File: config.mk
export PLATFORM = sky130hd
export DESIGN_NAME = texture_column_span_sampler
export DESIGN_NICKNAME = d
export VERILOG_FILES = /design/src/tcss_pkg.sv /design/src/texture_column_span_sampler.sv /design/src/tcss_front.sv /design/src/tcss_queue.sv /design/src/tcss_divider.sv /design/src/tcss_back.sv
export SDC_FILE = /design/constraint.sdc
export NUM_CORES = 2
export LEC_CHECK = 0
export BUFFER_PORTS_ARGS = -buffer_cell sky130_fd_sc_hd__buf_2
export CAP_MARGIN = 5
export CELL_PAD_IN_SITES_DETAIL_PLACEMENT = 2
export CELL_PAD_IN_SITES_GLOBAL_PLACEMENT = 2
export CORE_MARGIN = 5
export CORE_UTILIZATION = 44
export DETAILED_ROUTE_END_ITERATION = 16
export PLACE_DENSITY = 0.81
export SLEW_MARGIN = 40
export SYNTH_ARGS = -nofsm -noshare
export SYNTH_HDL_FRONTEND = slang
export SYNTH_HIERARCHICAL = 1
export SYNTH_SLANG_ARGS = --single-unit
File: constraint.sdc
create_clock -name i_clk -period 9 [get_ports i_clk]
set_input_delay 0.9 -clock i_clk [delete_from_list [all_inputs] [get_ports i_clk]]
set_output_delay 0.9 -clock i_clk [all_outputs]
set_load 0.01 [all_outputs]
File: src/tcss_pkg.sv
`timescale 1ns / 1ps
// ----------------------------------------------------------------------------
// tcss_pkg
// Shared types and constants of the textured wall column address generator.
// ----------------------------------------------------------------------------
package tcss_pkg;

    localparam int BYTES_PER_PIXEL_DEF = 4;
    localparam int FRACTION_BITS_DEF   = 16;

    localparam int ROW_W      = 12;
    localparam int HEIGHT_W   = 16;
    localparam int SH_W       = 13;
    localparam int TH_W       = 13;
    localparam int RB_W       = 16;
    localparam int ADDR_W     = 32;
    localparam int FACE_W     = 2;
    localparam int NUM_FACES  = 4;
    localparam int STEP_W     = 32;
    localparam int POS_W      = 48;
    localparam int DIFF_W     = 17;
    localparam int QUEUE_DEPTH = 4;
    localparam int CFG_IDX_W  = 3;
    localparam int CFG_DATA_W = 32;
    localparam int IN_DATA_W  = 72;
    localparam int OUT_DATA_W = 64;

    localparam logic [SH_W-1:0] SCREEN_HEIGHT_RST = 13'd480;
    localparam logic [RB_W-1:0] FB_ROW_BYTES_RST  = 16'd2560;
    localparam logic [TH_W-1:0] TEX_HEIGHT_RST    = 13'd64;
    localparam logic [RB_W-1:0] TEX_ROW_BYTES_RST = 16'd256;

    typedef enum logic [CFG_IDX_W-1:0] {
        CFG_SCREEN_HEIGHT = 3'd0,
        CFG_FB_ROW_BYTES  = 3'd1,
        CFG_TEX_HEIGHT    = 3'd2,
        CFG_TEX_ROW_BYTES = 3'd3,
        CFG_NORTH_BASE    = 3'd4,
        CFG_EAST_BASE     = 3'd5,
        CFG_WEST_BASE     = 3'd6,
        CFG_SOUTH_BASE    = 3'd7
    } t_cfg_idx;

    typedef enum logic {
        OP_SETUP = 1'b0,
        OP_PIXEL = 1'b1
    } t_op;

    typedef enum logic [FACE_W-1:0] {
        FACE_NORTH = 2'd0,
        FACE_EAST  = 2'd1,
        FACE_WEST  = 2'd2,
        FACE_SOUTH = 2'd3
    } t_face;

    typedef struct packed {
        logic [SH_W-1:0]                  screen_height;
        logic [RB_W-1:0]                  fb_row_bytes;
        logic [TH_W-1:0]                  tex_height;
        logic [RB_W-1:0]                  tex_row_bytes;
        logic [NUM_FACES-1:0][ADDR_W-1:0] face_base;
    } t_cfg;

    typedef struct packed {
        t_op                       op;
        logic [ROW_W-1:0]          column;
        logic [ROW_W-1:0]          span_start;
        logic [ROW_W-1:0]          span_end;
        logic [HEIGHT_W-1:0]       height;     // never zero
        logic [ROW_W-1:0]          texel_col;
        t_face                     face;
        logic signed [DIFF_W-1:0]  diff;       // span_start - wall top
    } t_item;

endpackage

File: src/texture_column_span_sampler.sv
`timescale 1ns / 1ps
// ----------------------------------------------------------------------------
// texture_column_span_sampler
// Address generator for one textured wall column of a raycaster.
// ----------------------------------------------------------------------------
// A setup item (tuser = 0) latches a column span and computes the Q-format
// texture step with a restoring divider that yields one quotient bit per
// cycle; the setup holds the span engine while it runs and gives no result.
// Pixel items (tuser = 1) stream at one per cycle while the output is not
// stalled and no setup is busy, and each yields one framebuffer offset /
// texel address pair through the input register, the four-item queue, the
// stage-1 register and the output register; pixel items with no active span
// are dropped. Items queue behind a setup while its divide runs.
// Configuration must be written only while idle; it is not enforced.
// ----------------------------------------------------------------------------
module texture_column_span_sampler #(
    parameter int BYTES_PER_PIXEL = tcss_pkg::BYTES_PER_PIXEL_DEF,
    parameter int FRACTION_BITS   = tcss_pkg::FRACTION_BITS_DEF
) (
    input  logic                                i_clk,
    input  logic                                i_rst_n,
    // slave: column_x, span_start, span_end, wall_height, texel_column, face
    input  logic                                i_s_tvalid,
    output logic                                o_s_tready,
    input  logic [tcss_pkg::IN_DATA_W-1:0]      i_s_tdata,
    // slave: opcode
    input  logic [0:0]                          i_s_tuser,
    // master: screen_offset, texel_address
    output logic                                o_m_tvalid,
    input  logic                                i_m_tready,
    output logic [tcss_pkg::OUT_DATA_W-1:0]     o_m_tdata,
    output logic                                o_m_tlast,
    input  logic                                i_cfg_we,
    input  logic [tcss_pkg::CFG_IDX_W-1:0]      i_cfg_index,
    input  logic [tcss_pkg::CFG_DATA_W-1:0]     i_cfg_data
);

    localparam int DVD_W = tcss_pkg::TH_W + FRACTION_BITS;

    tcss_pkg::t_cfg                  r_cfg;
    logic                            front_push;
    tcss_pkg::t_item                 front_item;
    logic                            q_full;
    logic                            q_valid;
    logic                            q_pop;
    tcss_pkg::t_item                 q_item;
    logic                            div_start;
    logic [DVD_W-1:0]                div_dividend;
    logic [tcss_pkg::HEIGHT_W-1:0]   div_divisor;
    logic                            div_done;
    logic [DVD_W-1:0]                div_quotient;

    always_ff @(posedge i_clk) begin
        if (!i_rst_n) begin
            r_cfg.screen_height <= tcss_pkg::SCREEN_HEIGHT_RST;
            r_cfg.fb_row_bytes  <= tcss_pkg::FB_ROW_BYTES_RST;
            r_cfg.tex_height    <= tcss_pkg::TEX_HEIGHT_RST;
            r_cfg.tex_row_bytes <= tcss_pkg::TEX_ROW_BYTES_RST;
            r_cfg.face_base     <= '0;
        end else if (i_cfg_we) begin
            case (tcss_pkg::t_cfg_idx'(i_cfg_index))
                tcss_pkg::CFG_SCREEN_HEIGHT:
                    r_cfg.screen_height <= i_cfg_data[tcss_pkg::SH_W-1:0];
                tcss_pkg::CFG_FB_ROW_BYTES:
                    r_cfg.fb_row_bytes <= i_cfg_data[tcss_pkg::RB_W-1:0];
                tcss_pkg::CFG_TEX_HEIGHT:
                    r_cfg.tex_height <= i_cfg_data[tcss_pkg::TH_W-1:0];
                tcss_pkg::CFG_TEX_ROW_BYTES:
                    r_cfg.tex_row_bytes <= i_cfg_data[tcss_pkg::RB_W-1:0];
                tcss_pkg::CFG_NORTH_BASE:
                    r_cfg.face_base[tcss_pkg::FACE_NORTH] <= i_cfg_data;
                tcss_pkg::CFG_EAST_BASE:
                    r_cfg.face_base[tcss_pkg::FACE_EAST] <= i_cfg_data;
                tcss_pkg::CFG_WEST_BASE:
                    r_cfg.face_base[tcss_pkg::FACE_WEST] <= i_cfg_data;
                tcss_pkg::CFG_SOUTH_BASE:
                    r_cfg.face_base[tcss_pkg::FACE_SOUTH] <= i_cfg_data;
                default: begin
                end
            endcase
        end
    end

    tcss_front u_front (
        .i_clk           (i_clk),
        .i_rst_n         (i_rst_n),
        .i_s_tvalid      (i_s_tvalid),
        .o_s_tready      (o_s_tready),
        .i_s_tdata       (i_s_tdata),
        .i_s_tuser       (i_s_tuser[0]),
        .i_screen_height (r_cfg.screen_height),
        .i_full          (q_full),
        .o_push          (front_push),
        .o_item          (front_item)
    );

    tcss_queue u_queue (
        .i_clk   (i_clk),
        .i_rst_n (i_rst_n),
        .i_push  (front_push),
        .i_item  (front_item),
        .o_full  (q_full),
        .i_pop   (q_pop),
        .o_valid (q_valid),
        .o_item  (q_item)
    );

    tcss_divider #(
        .DVD_W (DVD_W)
    ) u_divider (
        .i_clk      (i_clk),
        .i_rst_n    (i_rst_n),
        .i_start    (div_start),
        .i_dividend (div_dividend),
        .i_divisor  (div_divisor),
        .o_done     (div_done),
        .o_quotient (div_quotient)
    );

    tcss_back #(
        .BYTES_PER_PIXEL (BYTES_PER_PIXEL),
        .FRACTION_BITS   (FRACTION_BITS)
    ) u_back (
        .i_clk          (i_clk),
        .i_rst_n        (i_rst_n),
        .i_cfg          (r_cfg),
        .i_q_valid      (q_valid),
        .i_q_item       (q_item),
        .o_q_pop        (q_pop),
        .o_div_start    (div_start),
        .o_div_dividend (div_dividend),
        .o_div_divisor  (div_divisor),
        .i_div_done     (div_done),
        .i_div_quotient (div_quotient),
        .o_m_tvalid     (o_m_tvalid),
        .i_m_tready     (i_m_tready),
        .o_m_tdata      (o_m_tdata),
        .o_m_tlast      (o_m_tlast)
    );

endmodule

File: src/tcss_front.sv
`timescale 1ns / 1ps
// ----------------------------------------------------------------------------
// tcss_front
// Input stage: takes items, unpacks and classifies them, precomputes the
// span start offset from the wall top and hands them to the queue.
// ----------------------------------------------------------------------------
module tcss_front (
    input  logic                                 i_clk,
    input  logic                                 i_rst_n,
    input  logic                                 i_s_tvalid,
    output logic                                 o_s_tready,
    input  logic [tcss_pkg::IN_DATA_W-1:0]       i_s_tdata,
    input  logic                                 i_s_tuser,
    input  logic [tcss_pkg::SH_W-1:0]            i_screen_height,
    input  logic                                 i_full,
    output logic                                 o_push,
    output tcss_pkg::t_item                      o_item
);

    localparam int COL_LSB   = 0;
    localparam int START_LSB = COL_LSB + tcss_pkg::ROW_W;
    localparam int END_LSB   = START_LSB + tcss_pkg::ROW_W;
    localparam int H_LSB     = END_LSB + tcss_pkg::ROW_W;
    localparam int TEX_LSB   = H_LSB + tcss_pkg::HEIGHT_W;
    localparam int FACE_LSB  = TEX_LSB + tcss_pkg::ROW_W;

    logic                            r_valid;
    tcss_pkg::t_item                 r_item;
    tcss_pkg::t_item                 n_item;
    logic [tcss_pkg::HEIGHT_W-1:0]   height_raw;
    logic [tcss_pkg::HEIGHT_W-1:0]   height_fix;
    logic [tcss_pkg::DIFF_W-1:0]     diff_raw;

    assign height_raw = i_s_tdata[H_LSB +: tcss_pkg::HEIGHT_W];
    assign height_fix = (height_raw == '0) ? tcss_pkg::HEIGHT_W'(1) : height_raw;

    // start - (screen_height/2 - height/2); the true value fits DIFF_W signed
    assign diff_raw = tcss_pkg::DIFF_W'(i_s_tdata[START_LSB +: tcss_pkg::ROW_W])
                    - tcss_pkg::DIFF_W'(i_screen_height[tcss_pkg::SH_W-1:1])
                    + tcss_pkg::DIFF_W'(height_fix[tcss_pkg::HEIGHT_W-1:1]);

    always_comb begin
        n_item            = '0;
        n_item.op         = tcss_pkg::t_op'(i_s_tuser);
        n_item.column     = i_s_tdata[COL_LSB +: tcss_pkg::ROW_W];
        n_item.span_start = i_s_tdata[START_LSB +: tcss_pkg::ROW_W];
        n_item.span_end   = i_s_tdata[END_LSB +: tcss_pkg::ROW_W];
        n_item.height     = height_fix;
        n_item.texel_col  = i_s_tdata[TEX_LSB +: tcss_pkg::ROW_W];
        n_item.face       = tcss_pkg::t_face'(i_s_tdata[FACE_LSB +: tcss_pkg::FACE_W]);
        n_item.diff       = $signed(diff_raw);
    end

    assign o_s_tready = !r_valid || !i_full;
    assign o_push     = r_valid && !i_full;
    assign o_item     = r_item;

    always_ff @(posedge i_clk) begin
        if (!i_rst_n) begin
            r_valid <= 1'b0;
        end else if (o_s_tready) begin
            r_valid <= i_s_tvalid;
        end
    end

    always_ff @(posedge i_clk) begin
        if (o_s_tready && i_s_tvalid) begin
            r_item <= n_item;
        end
    end

endmodule

File: src/tcss_queue.sv
`timescale 1ns / 1ps
// ----------------------------------------------------------------------------
// tcss_queue
// Short item queue between the input stage and the span engine.
// ----------------------------------------------------------------------------
module tcss_queue (
    input  logic            i_clk,
    input  logic            i_rst_n,
    input  logic            i_push,
    input  tcss_pkg::t_item i_item,
    output logic            o_full,
    input  logic            i_pop,
    output logic            o_valid,
    output tcss_pkg::t_item o_item
);

    localparam int PTR_W = $clog2(tcss_pkg::QUEUE_DEPTH);
    localparam int CNT_W = $clog2(tcss_pkg::QUEUE_DEPTH + 1);

    tcss_pkg::t_item   r_mem [tcss_pkg::QUEUE_DEPTH];
    logic [PTR_W-1:0]  r_wr_ptr;
    logic [PTR_W-1:0]  r_rd_ptr;
    logic [CNT_W-1:0]  r_count;
    logic              do_push;
    logic              do_pop;

    assign o_full  = (r_count == CNT_W'(tcss_pkg::QUEUE_DEPTH));
    assign o_valid = (r_count != '0);
    assign o_item  = r_mem[r_rd_ptr];
    assign do_push = i_push && !o_full;
    assign do_pop  = i_pop && o_valid;

    always_ff @(posedge i_clk) begin
        if (!i_rst_n) begin
            r_wr_ptr <= '0;
            r_rd_ptr <= '0;
            r_count  <= '0;
        end else begin
            if (do_push) begin
                r_wr_ptr <= r_wr_ptr + PTR_W'(1);
            end
            if (do_pop) begin
                r_rd_ptr <= r_rd_ptr + PTR_W'(1);
            end
            if (do_push && !do_pop) begin
                r_count <= r_count + CNT_W'(1);
            end else if (do_pop && !do_push) begin
                r_count <= r_count - CNT_W'(1);
            end
        end
    end

    always_ff @(posedge i_clk) begin
        if (do_push) begin
            r_mem[r_wr_ptr] <= i_item;
        end
    end

endmodule

File: src/tcss_divider.sv
`timescale 1ns / 1ps
// ----------------------------------------------------------------------------
// tcss_divider
// Restoring divider, one quotient bit per cycle, for the texture step.
// ----------------------------------------------------------------------------
module tcss_divider #(
    parameter int DVD_W = tcss_pkg::TH_W + tcss_pkg::FRACTION_BITS_DEF
) (
    input  logic                           i_clk,
    input  logic                           i_rst_n,
    input  logic                           i_start,
    input  logic [DVD_W-1:0]               i_dividend,
    input  logic [tcss_pkg::HEIGHT_W-1:0]  i_divisor,
    output logic                           o_done,
    output logic [DVD_W-1:0]               o_quotient
);

    localparam int CNT_W = $clog2(DVD_W + 1);
    localparam int DV_W  = tcss_pkg::HEIGHT_W;

    logic              r_busy;
    logic              r_done;
    logic [CNT_W-1:0]  r_cnt;
    logic [DVD_W-1:0]  r_work;
    logic [DV_W-1:0]   r_rem;
    logic [DV_W-1:0]   r_div;
    logic [DV_W:0]     rem_sh;
    logic              ge;
    logic [DV_W:0]     rem_sub;

    assign rem_sh  = {r_rem, r_work[DVD_W-1]};
    assign ge      = (rem_sh >= {1'b0, r_div});
    assign rem_sub = rem_sh - {1'b0, r_div};

    assign o_done     = r_done;
    assign o_quotient = r_work;

    always_ff @(posedge i_clk) begin
        if (!i_rst_n) begin
            r_busy <= 1'b0;
            r_done <= 1'b0;
            r_cnt  <= '0;
        end else begin
            r_done <= r_busy && (r_cnt == CNT_W'(1));
            if (i_start) begin
                r_busy <= 1'b1;
                r_cnt  <= CNT_W'(DVD_W);
            end else if (r_busy) begin
                r_cnt <= r_cnt - CNT_W'(1);
                if (r_cnt == CNT_W'(1)) begin
                    r_busy <= 1'b0;
                end
            end
        end
    end

    always_ff @(posedge i_clk) begin
        if (i_start) begin
            r_work <= i_dividend;
            r_rem  <= '0;
            r_div  <= i_divisor;
        end else if (r_busy) begin
            // remainder stays below the divisor, so DV_W bits hold it
            r_rem  <= ge ? rem_sub[DV_W-1:0] : rem_sh[DV_W-1:0];
            r_work <= {r_work[DVD_W-2:0], ge};
        end
    end

endmodule

File: src/tcss_back.sv
`timescale 1ns / 1ps
// ----------------------------------------------------------------------------
// tcss_back
// Span engine: runs setup items through the step divide and start position
// multiply, and turns pixel items into framebuffer and texel addresses
// through a two-stage pipeline whose second stage is the output register.
// ----------------------------------------------------------------------------
module tcss_back #(
    parameter int BYTES_PER_PIXEL = tcss_pkg::BYTES_PER_PIXEL_DEF,
    parameter int FRACTION_BITS   = tcss_pkg::FRACTION_BITS_DEF
) (
    input  logic                                 i_clk,
    input  logic                                 i_rst_n,
    input  tcss_pkg::t_cfg                       i_cfg,
    input  logic                                 i_q_valid,
    input  tcss_pkg::t_item                      i_q_item,
    output logic                                 o_q_pop,
    output logic                                 o_div_start,
    output logic [tcss_pkg::TH_W+FRACTION_BITS-1:0] o_div_dividend,
    output logic [tcss_pkg::HEIGHT_W-1:0]        o_div_divisor,
    input  logic                                 i_div_done,
    input  logic [tcss_pkg::TH_W+FRACTION_BITS-1:0] i_div_quotient,
    output logic                                 o_m_tvalid,
    input  logic                                 i_m_tready,
    output logic [tcss_pkg::OUT_DATA_W-1:0]      o_m_tdata,
    output logic                                 o_m_tlast
);

    localparam int DVD_W  = tcss_pkg::TH_W + FRACTION_BITS;
    localparam int STEP_W = tcss_pkg::STEP_W;
    localparam int POS_W  = tcss_pkg::POS_W;
    localparam int QX_W   = (DVD_W > STEP_W) ? DVD_W : STEP_W + 1;
    localparam int PROD_W = tcss_pkg::DIFF_W + STEP_W + 1;
    localparam int RI_W   = POS_W - FRACTION_BITS;
    localparam int BPP_W  = $clog2(BYTES_PER_PIXEL + 1);
    localparam int COLB_W = tcss_pkg::ROW_W + BPP_W;
    localparam int SP_W   = tcss_pkg::ROW_W + tcss_pkg::RB_W;
    localparam int TP_W   = tcss_pkg::TH_W + tcss_pkg::RB_W;
    localparam int ADDR_W = tcss_pkg::ADDR_W;
    localparam int TH_W   = tcss_pkg::TH_W;
    localparam int ROW_W  = tcss_pkg::ROW_W;

    localparam logic signed [POS_W-1:0] POS_MAX = {1'b0, {(POS_W-1){1'b1}}};
    localparam logic signed [POS_W-1:0] POS_MIN = {1'b1, {(POS_W-1){1'b0}}};

    typedef enum logic [2:0] {
        S_RUN = 3'b001,
        S_DIV = 3'b010,
        S_MUL = 3'b100
    } t_state;

    t_state                           r_state;
    logic                             r_active;
    logic [ROW_W-1:0]                 r_cur_row;
    logic [ROW_W-1:0]                 r_final_row;
    logic [ROW_W-1:0]                 r_column;
    logic [ROW_W-1:0]                 r_texel_col;
    tcss_pkg::t_face                  r_face;
    logic [STEP_W-1:0]                r_step;
    logic signed [POS_W-1:0]          r_pos;
    logic signed [tcss_pkg::DIFF_W-1:0] r_diff;

    logic                             r_s1_valid;
    logic [SP_W-1:0]                  r_s1_screen_prod;
    logic [COLB_W-1:0]                r_s1_colb;
    logic [TP_W-1:0]                  r_s1_tex_prod;
    logic [COLB_W-1:0]                r_s1_texb;
    logic [ADDR_W-1:0]                r_s1_base;
    logic                             r_s1_last;

    logic                             r_out_valid;
    logic [ADDR_W-1:0]                r_out_screen;
    logic [ADDR_W-1:0]                r_out_texel;
    logic                             r_out_last;

    logic                             adv;
    logic                             head_setup;
    logic                             head_pixel;
    logic                             pop_setup;
    logic                             pop_pixel;
    logic                             emit;
    logic                             is_last;
    logic [RI_W-1:0]                  row_int;
    logic [TH_W-1:0]                  tex_row;
    logic [POS_W:0]                   pos_sum;
    logic signed [POS_W-1:0]          pos_next;
    logic signed [PROD_W-1:0]         start_prod;
    logic signed [POS_W-1:0]          start_pos;
    logic [QX_W-1:0]                  quot_ext;
    logic [STEP_W-1:0]                step_sat;
    logic [ADDR_W-1:0]                n_out_screen;
    logic [ADDR_W-1:0]                n_out_texel;

    assign adv        = !r_out_valid || i_m_tready;
    assign head_setup = i_q_valid && (i_q_item.op == tcss_pkg::OP_SETUP);
    assign head_pixel = i_q_valid && (i_q_item.op == tcss_pkg::OP_PIXEL);
    assign pop_setup  = (r_state == S_RUN) && head_setup;
    assign pop_pixel  = (r_state == S_RUN) && head_pixel && adv;
    assign emit       = pop_pixel && r_active;
    assign is_last    = (r_cur_row == r_final_row);
    assign o_q_pop    = pop_setup || pop_pixel;

    assign o_div_start    = pop_setup;
    assign o_div_dividend = {i_cfg.tex_height, {FRACTION_BITS{1'b0}}};
    assign o_div_divisor  = i_q_item.height;

    // saturate the quotient to the step width
    assign quot_ext = QX_W'(i_div_quotient);
    assign step_sat = (|quot_ext[QX_W-1:STEP_W]) ? {STEP_W{1'b1}} : quot_ext[STEP_W-1:0];

    // start position = diff * step, saturated to the signed position range
    assign start_prod = PROD_W'(r_diff) * PROD_W'($signed({1'b0, r_step}));
    always_comb begin
        if ((&start_prod[PROD_W-1:POS_W-1]) || !(|start_prod[PROD_W-1:POS_W-1])) begin
            start_pos = start_prod[POS_W-1:0];
        end else if (start_prod[PROD_W-1]) begin
            start_pos = POS_MIN;
        end else begin
            start_pos = POS_MAX;
        end
    end

    // advance by one step; the step is never negative
    assign pos_sum = {r_pos[POS_W-1], r_pos} + (POS_W + 1)'(r_step);
    always_comb begin
        if (pos_sum[POS_W] != pos_sum[POS_W-1]) begin
            pos_next = pos_sum[POS_W] ? POS_MIN : POS_MAX;
        end else begin
            pos_next = pos_sum[POS_W-1:0];
        end
    end

    // texel row: negative reads row 0, past the end clamps to the last row
    assign row_int = r_pos[POS_W-1:FRACTION_BITS];
    always_comb begin
        if (r_pos[POS_W-1]) begin
            tex_row = '0;
        end else if (row_int >= RI_W'(i_cfg.tex_height)) begin
            tex_row = (i_cfg.tex_height == '0) ? '0 : i_cfg.tex_height - TH_W'(1);
        end else begin
            tex_row = row_int[TH_W-1:0];
        end
    end

    assign n_out_screen = ADDR_W'(r_s1_screen_prod) + ADDR_W'(r_s1_colb);
    assign n_out_texel  = r_s1_base + ADDR_W'(r_s1_tex_prod) + ADDR_W'(r_s1_texb);

    always_ff @(posedge i_clk) begin
        if (!i_rst_n) begin
            r_state     <= S_RUN;
            r_active    <= 1'b0;
            r_s1_valid  <= 1'b0;
            r_out_valid <= 1'b0;
        end else begin
            case (r_state)
                S_RUN: begin
                    if (pop_setup) begin
                        r_active <= (i_q_item.span_start <= i_q_item.span_end);
                        r_state  <= S_DIV;
                    end else if (emit && is_last) begin
                        r_active <= 1'b0;
                    end
                end
                S_DIV: begin
                    if (i_div_done) begin
                        r_state <= S_MUL;
                    end
                end
                S_MUL: begin
                    r_state <= S_RUN;
                end
                default: begin
                    r_state <= S_RUN;
                end
            endcase
            if (adv) begin
                r_s1_valid  <= emit;
                r_out_valid <= r_s1_valid;
            end
        end
    end

    always_ff @(posedge i_clk) begin
        if (pop_setup) begin
            r_column    <= i_q_item.column;
            r_texel_col <= i_q_item.texel_col;
            r_face      <= i_q_item.face;
            r_cur_row   <= i_q_item.span_start;
            r_final_row <= i_q_item.span_end;
            r_diff      <= i_q_item.diff;
        end else if (emit) begin
            r_pos <= pos_next;
            if (!is_last) begin
                r_cur_row <= r_cur_row + ROW_W'(1);
            end
        end
        if ((r_state == S_DIV) && i_div_done) begin
            r_step <= step_sat;
        end
        if (r_state == S_MUL) begin
            r_pos <= start_pos;
        end
        if (emit) begin
            r_s1_screen_prod <= SP_W'(r_cur_row) * SP_W'(i_cfg.fb_row_bytes);
            r_s1_colb        <= COLB_W'(r_column) * COLB_W'(BYTES_PER_PIXEL);
            r_s1_tex_prod    <= TP_W'(tex_row) * TP_W'(i_cfg.tex_row_bytes);
            r_s1_texb        <= COLB_W'(r_texel_col) * COLB_W'(BYTES_PER_PIXEL);
            r_s1_base        <= i_cfg.face_base[r_face];
            r_s1_last        <= is_last;
        end
        if (adv && r_s1_valid) begin
            r_out_screen <= n_out_screen;
            r_out_texel  <= n_out_texel;
            r_out_last   <= r_s1_last;
        end
    end

    assign o_m_tvalid = r_out_valid;
    assign o_m_tdata  = {r_out_texel, r_out_screen};
    assign o_m_tlast  = r_out_last;

endmodule

==> results.ini <==
[status]
outcome = completed

[die]
initial_core_util_pct = 44.3
ioPinCount = 180
dieArea_um2 = 174000
num_rows = 149
core_area_um2 = 165000
die_y_um = 417
die_w_um = 417

[setup_path]
cp.arrival_ns = 9.11
slowest_delay_ns = 0.58
start_kind = register
crit_required_ns = 9.51
crit_slowest_cell = fa_1
cp-end-kind = register
cp_max_fo = 16
setup.worst_path.class = reg -> reg

[detailed_routing]
drt_wl_total_mm = 276
drc = 0
drt_iter0_drc = 3711
ant_nets = 0
viasPerCell = 5.92
dr.pass1.iters = 5
wl_per_cell_um = 31.2
vias = 52300

[grt]
grt_pass1_wl_mm = 412
antenna_found_initial = 8
grt-ovfl-total = 0
track_usage_pct = 31.6
first_global_vias = 61000
grt_max_degree = 152

[timing]
post-route-period-util_pct = 95.5
rsz0062_at_grt = no
slew_violations = 0
worst_slew_pin_slew_ns = 0.924
period_needed_ns = 8.60
skew_ns = 0.0496
setup_viol = 0
slew_headroom_pct = 38.3
clock.fmax_mhz = 116
final.setup.tns_ns = 0
hold_violations = 0

[flow_run]
drv_cap = 0

[layout]
n_fill_cell = 16400
fin_nets = 7835
drive_above_1_share_pct = 10.6
area_delta_synth_final_pct = 9.70
final_cell_count_no_fill = 8844

[placed_design]
place_inst = 8615
gp_congestion = 0.845
numPortBuffers = 170
dp_hpwl_mm = 189

[clocking]
tritoncts = built
cts_max_path_buffers = 3
cts_root_buf = clkbuf_16
clock_latency_ns = 0.80
htree_levels = 3
cts_made_buffers = 111
clk_pin_slew_ns = 0.07
cts_resized = 0
post_cts_buffers = 0
hold_buffers = 0
cts.sinks = 1009

[synthesis]
yosys_warnings = 6
synth.avg_cell_area_um2 = 11.3
synth_cells = 6464
syn_area_um2 = 73000

[hold_path]
hold_path_class = in -> reg

[cell type report]
cell class	instances	area, um2	share of cell area, %
inverter	879	3300	4.12
multi-input combinational	4253	40200	50.2
clock buffer	147	3150	3.93
timing repair buffer	294	1910	2.38
clock inverter	65	708	0.884
sequential	1009	28100	35.0
antenna	8	20.0	0.0250
tap	2189	2740	3.42
[path summary, 6_finish.rpt]
check,startpoint,to,slack [ns],cells after the start
setup / recovery,u_back/r_pos[16],u_back/r_s1_tex_prod[28],0.40,32
hold / removal,i_s_tdata[2],u_front/o_item[73],0.31,1
hold reg to reg,u_back/r_s1_screen_prod[0],u_back/r_out_screen[0],0.43,0
setup reg to reg,u_back/r_pos[16],u_back/r_s1_tex_prod[28],0.40,32
[registers in the layout (all words and copies together) (netlist names), 16 cells and up, named ones only]
| signal | count |
|---|---|
| u_queue/r_mem | 336 |
| r_cfg | 185 |
| u_front/o_item | 84 |
| u_back/r_pos | 48 |
| u_back/r_out_texel | 32 |
| u_back/r_s1_base | 32 |
| u_back/r_out_screen | 29 |
| u_back/r_s1_tex_prod | 29 |
| u_back/r_step | 29 |
| u_divider/o_quotient | 29 |
| u_back/r_s1_screen_prod | 28 |
| u_back/r_diff | 17 |
| u_divider/r_div | 16 |
| u_divider/r_rem | 16 |
[per-layer routing]
| metal | GRT usage (%) | vias up | share of wire, % |
|---|---|---|---|
| met5 | 0 | - | 0.0044 |
| met4 | 20.2 | 2 | 7.9 |
| met3 | 4.36 | 963 | 4.8 |
| met2 | 56.4 | 2147 | 51 |
| met1 | 35.6 | 27600 | 36 |
| li1 | - | 21600 | - |
[critical path, delay by kind of cell, from the launching register on]
kind            cells  cell delay, ns
mux                 1            0.54
buf+inv             5            0.56
flops               1            0.48
compound gates     12            2.19
fa+ha+maj           7            3.36
xor+xnor            1            0.14
simple gates        6            1.03
[placed cells by master (no fill, tap or decap), types with 55 or more instances in the layout]
cell type / n
nor2b_1: 55
nor2_1: 259
a21o_1: 81
xnor2_1: 170
ha_1: 457
dfxtp_1: 221
nand2_1: 865
mux4_2: 116
fa_1: 717
xor2_1: 66
and2_1: 281
nand2b_1: 78
clkbuf_16: 116
mux2i_1: 202
buf_2: 169
edfxtp_1: 785
nand3_1: 69
o21ai_0: 122
buf_4: 99
a21oi_1: 183
inv_1: 876
[per-stage QoR]
stage	hold slack (ns)	util (%)	setup WS (ns)	area, um2
2_1_floorplan	0.400	-	1.35	73100
3_3_place_gp	0.401	46.1	0.883	76000
3_5_place_dp	0.408	46.1	0.700	76100
4_1_cts	0.266	48.5	0.442	80000
5_1_grt	0.276	48.6	0.0971	80100
6_report	0.306	48.6	0.402	80100
Power is not shown: default switching activity piles up to over one toggle a cycle in this logic, so the estimate is an artifact.
